[src/hw/rtl/fsp_pkg.sv]
package fsp_pkg;

  localparam int unsigned FLASH_BYTES  = 65536;
  localparam int unsigned SECTOR_BYTES = 4096;
  localparam int unsigned SECTOR_COUNT = 16;

  localparam int unsigned SEC_W     = (SECTOR_COUNT > 1) ? $clog2(SECTOR_COUNT) : 1;
  localparam int unsigned SEC_SHIFT = $clog2(SECTOR_BYTES);
  localparam int unsigned PAGE_SHIFT = 8;
  localparam int unsigned PG2SEC_SHIFT = SEC_SHIFT - PAGE_SHIFT;

  localparam int unsigned QUEUE_DEPTH = 2;
  localparam int unsigned QPTR_W = (QUEUE_DEPTH > 1) ? $clog2(QUEUE_DEPTH) : 1;
  localparam int unsigned QCNT_W = $clog2(QUEUE_DEPTH + 1);

  localparam logic [31:0] PART_ID_WORD  = 32'h0005_0080;
  localparam logic [31:0] BOOT_VER_WORD = 32'h0001_0000;

  localparam logic [2:0] ACT_PREPARE     = 3'd0;
  localparam logic [2:0] ACT_WRITE       = 3'd1;
  localparam logic [2:0] ACT_ERASE_SECT  = 3'd2;
  localparam logic [2:0] ACT_ERASE_PAGES = 3'd3;
  localparam logic [2:0] ACT_PART_ID     = 3'd4;
  localparam logic [2:0] ACT_BOOT_VER    = 3'd5;
  localparam logic [2:0] ACT_REINVOKE    = 3'd6;

  localparam logic [2:0] ST_OK         = 3'd0;
  localparam logic [2:0] ST_BAD_CMD    = 3'd1;
  localparam logic [2:0] ST_BAD_SECTOR = 3'd2;
  localparam logic [2:0] ST_COUNT      = 3'd3;
  localparam logic [2:0] ST_ALIGN      = 3'd4;
  localparam logic [2:0] ST_UNMAPPED   = 3'd5;
  localparam logic [2:0] ST_NOT_PREP   = 3'd6;

  localparam logic [1:0] GK_NONE  = 2'd0;
  localparam logic [1:0] GK_WRITE = 2'd1;
  localparam logic [1:0] GK_ERASE = 2'd2;

  typedef enum logic [2:0] {
    OP_NOP   = 3'd0,
    OP_PREP  = 3'd1,
    OP_WRITE = 3'd2,
    OP_ERASE = 3'd3
  } op_t;

  typedef struct packed {
    op_t              op;
    logic [2:0]       status;
    logic [SEC_W-1:0] lo;
    logic [SEC_W-1:0] hi;
    logic             force_np;
    logic [31:0]      info;
    logic [1:0]       gkind;
    logic [15:0]      gofs;
    logic [16:0]      glen;
    logic [31:0]      gsrc;
  } cmd_t;

endpackage

[src/hw/rtl/fsp_front.sv]
module fsp_front
  import fsp_pkg::*;
(
  input  logic [2:0]  action,
  input  logic [31:0] first_value,
  input  logic [31:0] second_value,
  input  logic [31:0] byte_count,
  input  logic [31:0] source_address,
  output cmd_t        cmd
);

  logic [32:0] end_addr;
  logic [32:0] last_addr;
  logic [32:0] hi_full;
  logic [31:0] lo_full;
  logic        cnt_ok;
  logic        bound_bad;
  logic [31:0] ra;
  logic [31:0] rb;
  logic        range_ok;
  logic [SEC_W-1:0] rlo;
  logic [SEC_W-1:0] rhi;
  logic [SEC_W:0]   nsec;
  logic [32:0] eofs;
  logic [32:0] elen;

  always_comb begin
    end_addr  = {1'b0, first_value} + {1'b0, byte_count};
    last_addr = end_addr - 33'd1;
    hi_full   = last_addr >> SEC_SHIFT;
    lo_full   = first_value >> SEC_SHIFT;
    cnt_ok    = (byte_count == 32'd256) || (byte_count == 32'd512) ||
                (byte_count == 32'd1024) || (byte_count == 32'd4096);
    bound_bad = end_addr > 33'(FLASH_BYTES);

    if (action == ACT_ERASE_PAGES) begin
      ra = first_value >> PG2SEC_SHIFT;
      rb = second_value >> PG2SEC_SHIFT;
    end else begin
      ra = first_value;
      rb = second_value;
    end
    range_ok = (ra < 32'(SECTOR_COUNT)) && (rb < 32'(SECTOR_COUNT)) && (ra <= rb);
    rlo  = ra[SEC_W-1:0];
    rhi  = rb[SEC_W-1:0];
    nsec = {1'b0, rhi} - {1'b0, rlo} + {{SEC_W{1'b0}}, 1'b1};
    eofs = 33'(rlo) << SEC_SHIFT;
    elen = 33'(nsec) << SEC_SHIFT;

    cmd = '0;
    cmd.op     = OP_NOP;
    cmd.status = ST_OK;
    cmd.lo     = rlo;
    cmd.hi     = rhi;

    case (action)
      ACT_PREPARE: begin
        cmd.op = OP_PREP;
        if (!range_ok) begin
          cmd.status = ST_BAD_SECTOR;
        end
      end
      ACT_WRITE: begin
        cmd.op = OP_WRITE;
        if (!cnt_ok) begin
          cmd.status = ST_COUNT;
        end else if (first_value[7:0] != 8'd0) begin
          cmd.status = ST_ALIGN;
        end else if (bound_bad) begin
          cmd.status = ST_UNMAPPED;
        end else begin
          cmd.lo       = lo_full[SEC_W-1:0];
          cmd.hi       = hi_full[SEC_W-1:0];
          cmd.force_np = (hi_full >= 33'(SECTOR_COUNT));
          cmd.gkind    = GK_WRITE;
          cmd.gofs     = first_value[15:0];
          cmd.glen     = byte_count[16:0];
          cmd.gsrc     = source_address;
        end
      end
      ACT_ERASE_SECT, ACT_ERASE_PAGES: begin
        cmd.op = OP_ERASE;
        if (!range_ok) begin
          cmd.status = ST_BAD_SECTOR;
        end else begin
          cmd.gkind = GK_ERASE;
          cmd.gofs  = eofs[15:0];
          cmd.glen  = elen[16:0];
        end
      end
      ACT_PART_ID: begin
        cmd.info = PART_ID_WORD;
      end
      ACT_BOOT_VER: begin
        cmd.info = BOOT_VER_WORD;
      end
      ACT_REINVOKE: begin
        cmd.op = OP_NOP;
      end
      default: begin
        cmd.status = ST_BAD_CMD;
      end
    endcase
  end

endmodule

[src/hw/rtl/fsp_queue.sv]
module fsp_queue
  import fsp_pkg::*;
(
  input  logic clk,
  input  logic rst_n,
  input  logic push,
  input  cmd_t push_data,
  input  logic pop,
  output cmd_t pop_data,
  output logic full,
  output logic not_empty
);

  cmd_t              mem_r [QUEUE_DEPTH];
  logic [QPTR_W-1:0] wr_ptr_r;
  logic [QPTR_W-1:0] wr_ptr_nxt;
  logic [QPTR_W-1:0] rd_ptr_r;
  logic [QPTR_W-1:0] rd_ptr_nxt;
  logic [QCNT_W-1:0] cnt_r;
  logic [QCNT_W-1:0] cnt_nxt;

  assign full      = (cnt_r == QCNT_W'(QUEUE_DEPTH));
  assign not_empty = (cnt_r != '0);
  assign pop_data  = mem_r[rd_ptr_r];

  always_comb begin
    wr_ptr_nxt = push ? wr_ptr_r + 1'b1 : wr_ptr_r;
    rd_ptr_nxt = pop ? rd_ptr_r + 1'b1 : rd_ptr_r;
    cnt_nxt    = cnt_r + QCNT_W'(push) - QCNT_W'(pop);
  end

  always_ff @(posedge clk) begin
    if (!rst_n) begin
      wr_ptr_r <= '0;
      rd_ptr_r <= '0;
      cnt_r    <= '0;
    end else begin
      wr_ptr_r <= wr_ptr_nxt;
      rd_ptr_r <= rd_ptr_nxt;
      cnt_r    <= cnt_nxt;
    end
  end

  always_ff @(posedge clk) begin
    if (push) begin
      mem_r[wr_ptr_r] <= push_data;
    end
  end

endmodule

[src/hw/rtl/fsp_back.sv]
module fsp_back
  import fsp_pkg::*;
(
  input  logic        clk,
  input  logic        rst_n,
  input  logic        cmd_valid,
  input  cmd_t        cmd,
  output logic        cmd_pop,
  output logic        out_valid,
  input  logic        out_ready,
  output logic [2:0]  out_status,
  output logic [31:0] out_info_word,
  output logic [1:0]  out_grant_kind,
  output logic [15:0] out_grant_offset,
  output logic [16:0] out_grant_length,
  output logic [31:0] out_grant_source
);

  localparam logic [SECTOR_COUNT-1:0] ALL_ONES = '1;

  logic [SECTOR_COUNT-1:0] prep_r;
  logic [SECTOR_COUNT-1:0] prep_nxt;
  logic [SECTOR_COUNT-1:0] rmask;
  logic                    ready_ok;
  logic                    out_valid_r;
  logic                    out_valid_nxt;
  logic [2:0]              out_status_r;
  logic [31:0]             out_info_r;
  logic [1:0]              out_gkind_r;
  logic [15:0]             out_gofs_r;
  logic [16:0]             out_glen_r;
  logic [31:0]             out_gsrc_r;
  cmd_t                    res;

  assign cmd_pop = cmd_valid && (!out_valid_r || out_ready);

  always_comb begin
    rmask    = (ALL_ONES << cmd.lo) &
               (ALL_ONES >> (SEC_W'(SECTOR_COUNT - 1) - cmd.hi));
    ready_ok = ((prep_r & rmask) == rmask) && !cmd.force_np;
    res      = cmd;
    prep_nxt = prep_r;
    if (cmd.status == ST_OK) begin
      case (cmd.op)
        OP_PREP: begin
          prep_nxt = prep_r | rmask;
        end
        OP_WRITE, OP_ERASE: begin
          if (ready_ok) begin
            prep_nxt = prep_r & ~rmask;
          end else begin
            res        = '0;
            res.status = ST_NOT_PREP;
          end
        end
        OP_NOP: begin
          prep_nxt = prep_r;
        end
        default: begin
          prep_nxt = prep_r;
        end
      endcase
    end
    if (cmd_pop) begin
      out_valid_nxt = 1'b1;
    end else if (out_ready) begin
      out_valid_nxt = 1'b0;
    end else begin
      out_valid_nxt = out_valid_r;
    end
  end

  always_ff @(posedge clk) begin
    if (!rst_n) begin
      prep_r      <= '0;
      out_valid_r <= 1'b0;
    end else begin
      out_valid_r <= out_valid_nxt;
      if (cmd_pop) begin
        prep_r <= prep_nxt;
      end
    end
  end

  always_ff @(posedge clk) begin
    if (cmd_pop) begin
      out_status_r <= res.status;
      out_info_r   <= res.info;
      out_gkind_r  <= res.gkind;
      out_gofs_r   <= res.gofs;
      out_glen_r   <= res.glen;
      out_gsrc_r   <= res.gsrc;
    end
  end

  assign out_valid        = out_valid_r;
  assign out_status       = out_status_r;
  assign out_info_word    = out_info_r;
  assign out_grant_kind   = out_gkind_r;
  assign out_grant_offset = out_gofs_r;
  assign out_grant_length = out_glen_r;
  assign out_grant_source = out_gsrc_r;

  // failed commands carry no grant and no info
  a_fail_clean: assert property (@(posedge clk) disable iff (!rst_n)
    out_valid_r && (out_status_r != ST_OK) |->
      (out_gkind_r == GK_NONE) && (out_glen_r == '0) && (out_info_r == '0))
    else $error("failed word carries payload");

  // a grant always has a length and an ok status
  a_grant_len: assert property (@(posedge clk) disable iff (!rst_n)
    out_valid_r && (out_gkind_r != GK_NONE) |->
      (out_glen_r != '0) && (out_status_r == ST_OK))
    else $error("grant without length");

  // sector mask only moves when a word is taken from the queue
  a_mask_hold: assert property (@(posedge clk) disable iff (!rst_n)
    !cmd_pop |=> $stable(prep_r))
    else $error("sector mask changed without a word");

  // a granted operation leaves its sectors unprepared
  a_grant_clears: assert property (@(posedge clk) disable iff (!rst_n)
    cmd_pop && (cmd.status == ST_OK) && (cmd.op == OP_WRITE || cmd.op == OP_ERASE) &&
      ready_ok |=> ((prep_r & $past(rmask)) == '0))
    else $error("granted sectors still prepared");

endmodule

[src/hw/rtl/flash_sector_prepare_guard.sv]
// Command guard of an in-application flash programmer.
// Input channel in_valid/in_ready carries one command word: action, first_value,
// second_value, byte_count, source_address. Output channel out_valid/out_ready
// returns exactly one result word per command: status, info_word and the grant
// (kind, offset, length, source) that a flash engine then carries out.
// A decoder classifies each command (count, alignment, bound and range checks)
// and pushes it into a two-entry queue; a back stage checks the prepared-sector
// mask, updates it and loads the output register.
// An accepted command is written into the queue, and the back stage then takes it
// into the output register. Throughput: one command per cycle while out_ready
// stays high; the back stage checks and updates the mask as it takes each command.
// Reset (rst_n low, synchronous) clears the prepared mask, empties the queue and
// drops out_valid. When the receiver holds out_ready low the result stays put,
// the queue absorbs up to two more commands, then in_ready falls until the
// output moves again.
module flash_sector_prepare_guard
  import fsp_pkg::*;
(
  input  logic        clk,
  input  logic        rst_n,
  input  logic        in_valid,
  output logic        in_ready,
  input  logic [2:0]  in_action,
  input  logic [31:0] in_first_value,
  input  logic [31:0] in_second_value,
  input  logic [31:0] in_byte_count,
  input  logic [31:0] in_source_address,
  output logic        out_valid,
  input  logic        out_ready,
  output logic [2:0]  out_status,
  output logic [31:0] out_info_word,
  output logic [1:0]  out_grant_kind,
  output logic [15:0] out_grant_offset,
  output logic [16:0] out_grant_length,
  output logic [31:0] out_grant_source
);

  cmd_t front_cmd;
  cmd_t q_cmd;
  logic q_full;
  logic q_not_empty;
  logic q_pop;
  logic q_push;

  assign in_ready = !q_full;
  assign q_push   = in_valid && !q_full;

  fsp_front u_front (
    .action         (in_action),
    .first_value    (in_first_value),
    .second_value   (in_second_value),
    .byte_count     (in_byte_count),
    .source_address (in_source_address),
    .cmd            (front_cmd)
  );

  fsp_queue u_queue (
    .clk       (clk),
    .rst_n     (rst_n),
    .push      (q_push),
    .push_data (front_cmd),
    .pop       (q_pop),
    .pop_data  (q_cmd),
    .full      (q_full),
    .not_empty (q_not_empty)
  );

  fsp_back u_back (
    .clk              (clk),
    .rst_n            (rst_n),
    .cmd_valid        (q_not_empty),
    .cmd              (q_cmd),
    .cmd_pop          (q_pop),
    .out_valid        (out_valid),
    .out_ready        (out_ready),
    .out_status       (out_status),
    .out_info_word    (out_info_word),
    .out_grant_kind   (out_grant_kind),
    .out_grant_offset (out_grant_offset),
    .out_grant_length (out_grant_length),
    .out_grant_source (out_grant_source)
  );

endmodule

[config.mk]
export PLATFORM = sky130hd
export DESIGN_NAME = flash_sector_prepare_guard
export DESIGN_NICKNAME = d
export VERILOG_FILES = /design/src/hw/rtl/fsp_pkg.sv /design/src/hw/rtl/fsp_front.sv /design/src/hw/rtl/fsp_queue.sv /design/src/hw/rtl/fsp_back.sv /design/src/hw/rtl/flash_sector_prepare_guard.sv
export SDC_FILE = /design/constraint.sdc
export NUM_CORES = 1
export LEC_CHECK = 0
export BUFFER_PORTS_ARGS = -buffer_cell sky130_fd_sc_hd__buf_4
export CAP_MARGIN = 10
export CORE_UTILIZATION = 60
export DETAILED_ROUTE_END_ITERATION = 6
export PLACE_DENSITY = 0.92
export SYNTH_ARGS = -nofsm -noshare
export SYNTH_HDL_FRONTEND = slang
export SYNTH_SLANG_ARGS = --single-unit
[constraint.sdc]
create_clock -name clk -period 14.5 [get_ports clk]
set_input_delay 2.9 -clock clk [delete_from_list [all_inputs] [get_ports clk]]
set_output_delay 2.9 -clock clk [all_outputs]
set_load 0.01 [all_outputs]
Yosys cells after proc, flatten, opt, wreduce, memory -nomap -nowiden:

Memories as Yosys holds them, arrays and structs flattened. A register that Yosys moved wholly into a read port is not among the register bits.
Index checks and enable logic that the tools add are counted.

* add/subtract/negate cells: 9
* shift-type cells: 2
* eq/ne operators: 16
* reductions and logical operators: 23
* $lt $le $gt $ge: 5
* multiplexer cells: 30
* bitwise logic cells: 5

Operators with widths (number)
* $mux 111: 3
* $mux 67: 2
* $mux 32: 3
* $pmux 35 s2: 1
* $mux 66: 1
* $lt 32x5->1 const B: 2
* $and 16x16->16: 3
* $pmux 19 s2: 1
* $mux 9: 4
* $mux 35: 1
* $add 32x32->33: 1
* $gt 33x17->1 const B: 1
* $sub 33x1->33 const B: 1
* $eq 32x10->1 const B: 1
* $eq 32x11->1 const B: 1
* $eq 32x13->1 const B: 1
* $eq 32x9->1 const B: 1
* $le 32x32->1: 1
* $pmux 16 s2: 1
* $ge 21x5->1 const B: 1
* $eq 16x16->1: 1
* $mux 16: 1
* $not 16->16: 1
* $or 16x16->16: 1
* 27 further kinds: 55

* bits in writable memories: 200
* memories kept: 1
* register bits after elaboration: 123

Memory list
* u_queue.mem_r: depth 2, width 100, read ports 1, clocked after memory_dff 1, wr ports 1, line fsp_queue.sv:14 `cmd_t mem_r [QUEUE_DEPTH];`

Longest topological paths before layout:

* depth in word-level cells: 9
* gate-level depth with buffers: 20
* depth with buffers taken out: 14

Hierarchy:

Synthesis repeated with hierarchy kept, for this count alone.

* cell total of the unflattened synthesis: 1431
* area, all modules: 18973.2 µm²

Modules (own cells, without submodules)
* fsp_queue: area each 8702.1 µm², seq. area each 6946.7 µm², cells an instance 376, instances 1
* fsp_back: area each 5293.8 µm², seq. area each 3403.3 µm², cells an instance 373, instances 1
* fsp_front: area each 4967.3 µm², seq. area each 0.0 µm², cells an instance 680, instances 1
* flash_sector_prepare_guard: area each 10.0 µm², seq. area each 0.0 µm², cells an instance 2, instances 1

Worst setup path after synthesis:

OpenSTA, ideal clock, no wires.

* path type: input to register
* start: input out_ready
* end: register with a tool-made name
* library setup time: 0.117 ns
* required time: 14.383 ns
* setup slack: 6.414 ns
* cell stages on the path: 9
* arrival time: 7.969 ns
* cells stage by stage: nor2b_1 > nor2_1 > o311ai_0 > nor3b_4 > buf_4 > buf_4 > nand2_1 > nand2_1 > a21boi_1

RTL lines
* start: declaration: line flash_sector_prepare_guard.sv:29 `input logic out_ready,`

==> results.sh <==
export IMPL_status="complete, no violations"
export IMPL_antenna_found_initial=0
export IMPL_synth_edf_count=238
export IMPL_hold_depth=2
export IMPL_skew_ns=0.0126
export IMPL_relSlewSlack=0.240
export IMPL_viasPerCell=5.94
export IMPL_maxCapViolCount=0
export IMPL_overflow=0
export IMPL_drc=0
export IMPL_first_pass_iters=6
export IMPL_vias=10500
export IMPL_seq_area_sq_mm=0.00759
export IMPL_layout_commonest_cell="edfxtp_1"
export IMPL_placed_cell_area_sq_mm=0.0163
export IMPL_postSynthCellCount=1222
export IMPL_dr_first_iter_drc_count=828
export IMPL_antenna_cells=0
export IMPL_multi_input_area_sq_mm=0.00656
export IMPL_syn_area_sq_mm=0.0145
export IMPL_fillers=1608
export IMPL_crit_required_ns=14.83
export IMPL_gp_congestion=0.945
export IMPL_crit_type="input port to register"
export IMPL_power_density_mw_per_mm2=140
export IMPL_ys_warn_count=0
export IMPL_grt_pass1_vias=10400
export IMPL_grt_usage=0.287
export IMPL_die_w_um=158
export IMPL_ys_ff_latch=260
export IMPL_synth_ff_type="edfxtp_1"
export IMPL_finalInstanceArea_sq_mm=0.0169
export IMPL_clk_pin_slew_worst_paths_ns=0.07
export IMPL_avgSynthCellArea_sq_um=11.9
export IMPL_layout_drive_gt1_share=0.194
export IMPL_finalSetupViolations=0
export IMPL_totalWireLength_um=35200
export IMPL_cts_root_buf="clkbuf_16"
export IMPL_end_kind="register"
export IMPL_synth_async_reset_ratio=0
export IMPL_rsz0062_at_grt="no"
export IMPL_fmax_mhz=144
export IMPL_cts_tree="built"
export IMPL_worst_r2r_setup_slack_ns=10.22
export IMPL_ant_nets=0
export IMPL_synth_cell_types=82
export IMPL_coreArea_sq_mm=0.0236
export IMPL_mostFrequentLayoutCells="edfxtp_1 (238), buf_4 (215), nor2_1 (115)"
export IMPL_wl_per_cell_um=19.8
export IMPL_post_cts_buffers=0
export IMPL_nNetsFinal=1650
export IMPL_arrival_ns=7.29
export IMPL_timing_hold_violations_final=0
export IMPL_hold_path_class="register to register"
export IMPL_syn_to_final_growth_pct=16.4
export IMPL_r2r_cells=10
export IMPL_port_buffers=209
export IMPL_rows=56
export IMPL_worstMarginPinSlew_ns=1.14
export IMPL_hold_buffers=0
export IMPL_fin_crit_ns=6.96
export IMPL_p_leak_uw=0.00689
export IMPL_tns_ns=0
export IMPL_num_io_pins=239
export IMPL_fin_util=0.715
export IMPL_crit_path_max_fanout=67
export IMPL_htreeDepth=1
export IMPL_slew_violations=0
export IMPL_clkLatencyLatePin_ns=0.51
export IMPL_post_dp_hpwl_um=26100
export IMPL_cts_path_max_buffers=3
export IMPL_startpoint_type="input port"
export IMPL_ir_drop_v=0.000106
export IMPL_dieArea_sq_mm=0.0248
export IMPL_post_cts_resized=0
export IMPL_dieHeight_um=158
export IMPL_ys_seq_area_frac=0.523
export IMPL_grt_pass1_wl_um=54400
export IMPL_grt_max_degree=85
export IMPL_clock_sinks=260
export IMPL_start_util=0.615
export IMPL_numCtsBuffers=22
export IMPL_post_route_period_util=0.480
metrics by stage:
step                power [uW]  hold WS [ns]  instances  setup WS [ns]
floorplan                 1550         0.430       1284           6.41
global placement          1810         0.436       1735           7.28
detailed placement        1840         0.449       1735           7.11
CTS                       2370         0.459       1775           7.57
global route              2480         0.488       1775           7.29
finish                    2360         0.461       1775           7.54
cells by family after synthesis:
logic type | count (synthesis) | synth area share
DFF | 260 | 0.523
buffers and inverters | 106 | 0.0431
adders and majority gates | 75 | 0.0657
and+or+nand+nor | 401 | 0.145
other | 1 | 0.000258
muxes | 145 | 0.104
AOI/OAI and AO/OA | 202 | 0.100
xor gates and xnor gates | 32 | 0.0193
how the worst max path moves through the flow:
stage                                 start              endpoint  depth (start not counted)
after floorplan                   out_ready              register                          9
after global placement    in_first_value[0]  u_queue.mem_r[0][87]                         13
after detailed placement       in_action[2]  u_queue.mem_r[1][64]                         14
after CTS                      in_action[2]  u_queue.mem_r[0][46]                         14
after global routing           in_action[2]  u_queue.mem_r[0][46]                         14
final                          in_action[2]  u_queue.mem_r[0][46]                         14
sequential cells by signal, summed over array words and instances, names as in the netlist, named ones only:
register,cells
u_queue.mem_r,166
u_queue.cnt_r,2
u_queue.wr_ptr_r,1
u_back.out_grant_source,32
u_back.out_status,3
u_back.out_grant_offset,16
u_back.out_grant_kind,2
u_queue.rd_ptr_r,1
u_back.out_grant_length,17
u_back.out_valid,1
u_back.out_info_word,2
power breakdown:
group | internal (uW) | switching (uW) | total, uW
combinational | 311 | 430 | 740
sequential | 1020 | 66.9 | 1090
clock | 282 | 249 | 531
cells in the mapped netlist (18+ instances only):
cell type / count / area (sq um)
inv_1: 23 / 86.3
nor2_1: 118 / 443
nand2_1: 65 / 244
clkbuf_1: 31 / 116
ha_1: 73 / 913
buf_4: 35 / 263
o21ai_0: 31 / 155
a21oi_1: 47 / 235
nand3_1: 18 / 90.1
nor2b_1: 29 / 181
and2_1: 54 / 338
dfxtp_1: 22 / 440
nand4_1: 25 / 156
edfxtp_1: 238 / 7150
mux2_1: 18 / 203
mux2i_1: 111 / 1110
area by class of cell:
| class | instances | share of cell area |
|---|---|---|
| inverters | 23 | 0.00511 |
| repair buffers | 215 | 0.0956 |
| multi-input cells | 918 | 0.389 |
| clock buffers | 30 | 0.0344 |
| flip-flops and latches | 260 | 0.449 |
| clock inverters | 10 | 0.00326 |
| well taps | 319 | 0.0236 |
worst max-delay path, cell delays in order:
cell	delay (ns)
buf_4	0.14
nand3b_4	0.81
mux2_2	0.63
ha_1	0.34
nor2b_1	0.15
o21a_1	0.16
o21a_1	0.16
o211ai_1	0.15
a21oi_1	0.08
a211o_1	0.23
a221o_1	0.37
a311oi_2	0.36
and3b_1	0.49
nor2b_1	0.27
routing by layer:
layer / GRT usage / part of all wire / vias up
met1: 0.351 / 0.39 / 4971
met4: 0.114 / 0.040 / 0
li1: - / - / 4942
met5: 0 / 0 / -
met3: 0.0504 / 0.082 / 89
met2: 0.501 / 0.48 / 543
Power figures use the tool's default switching activity.
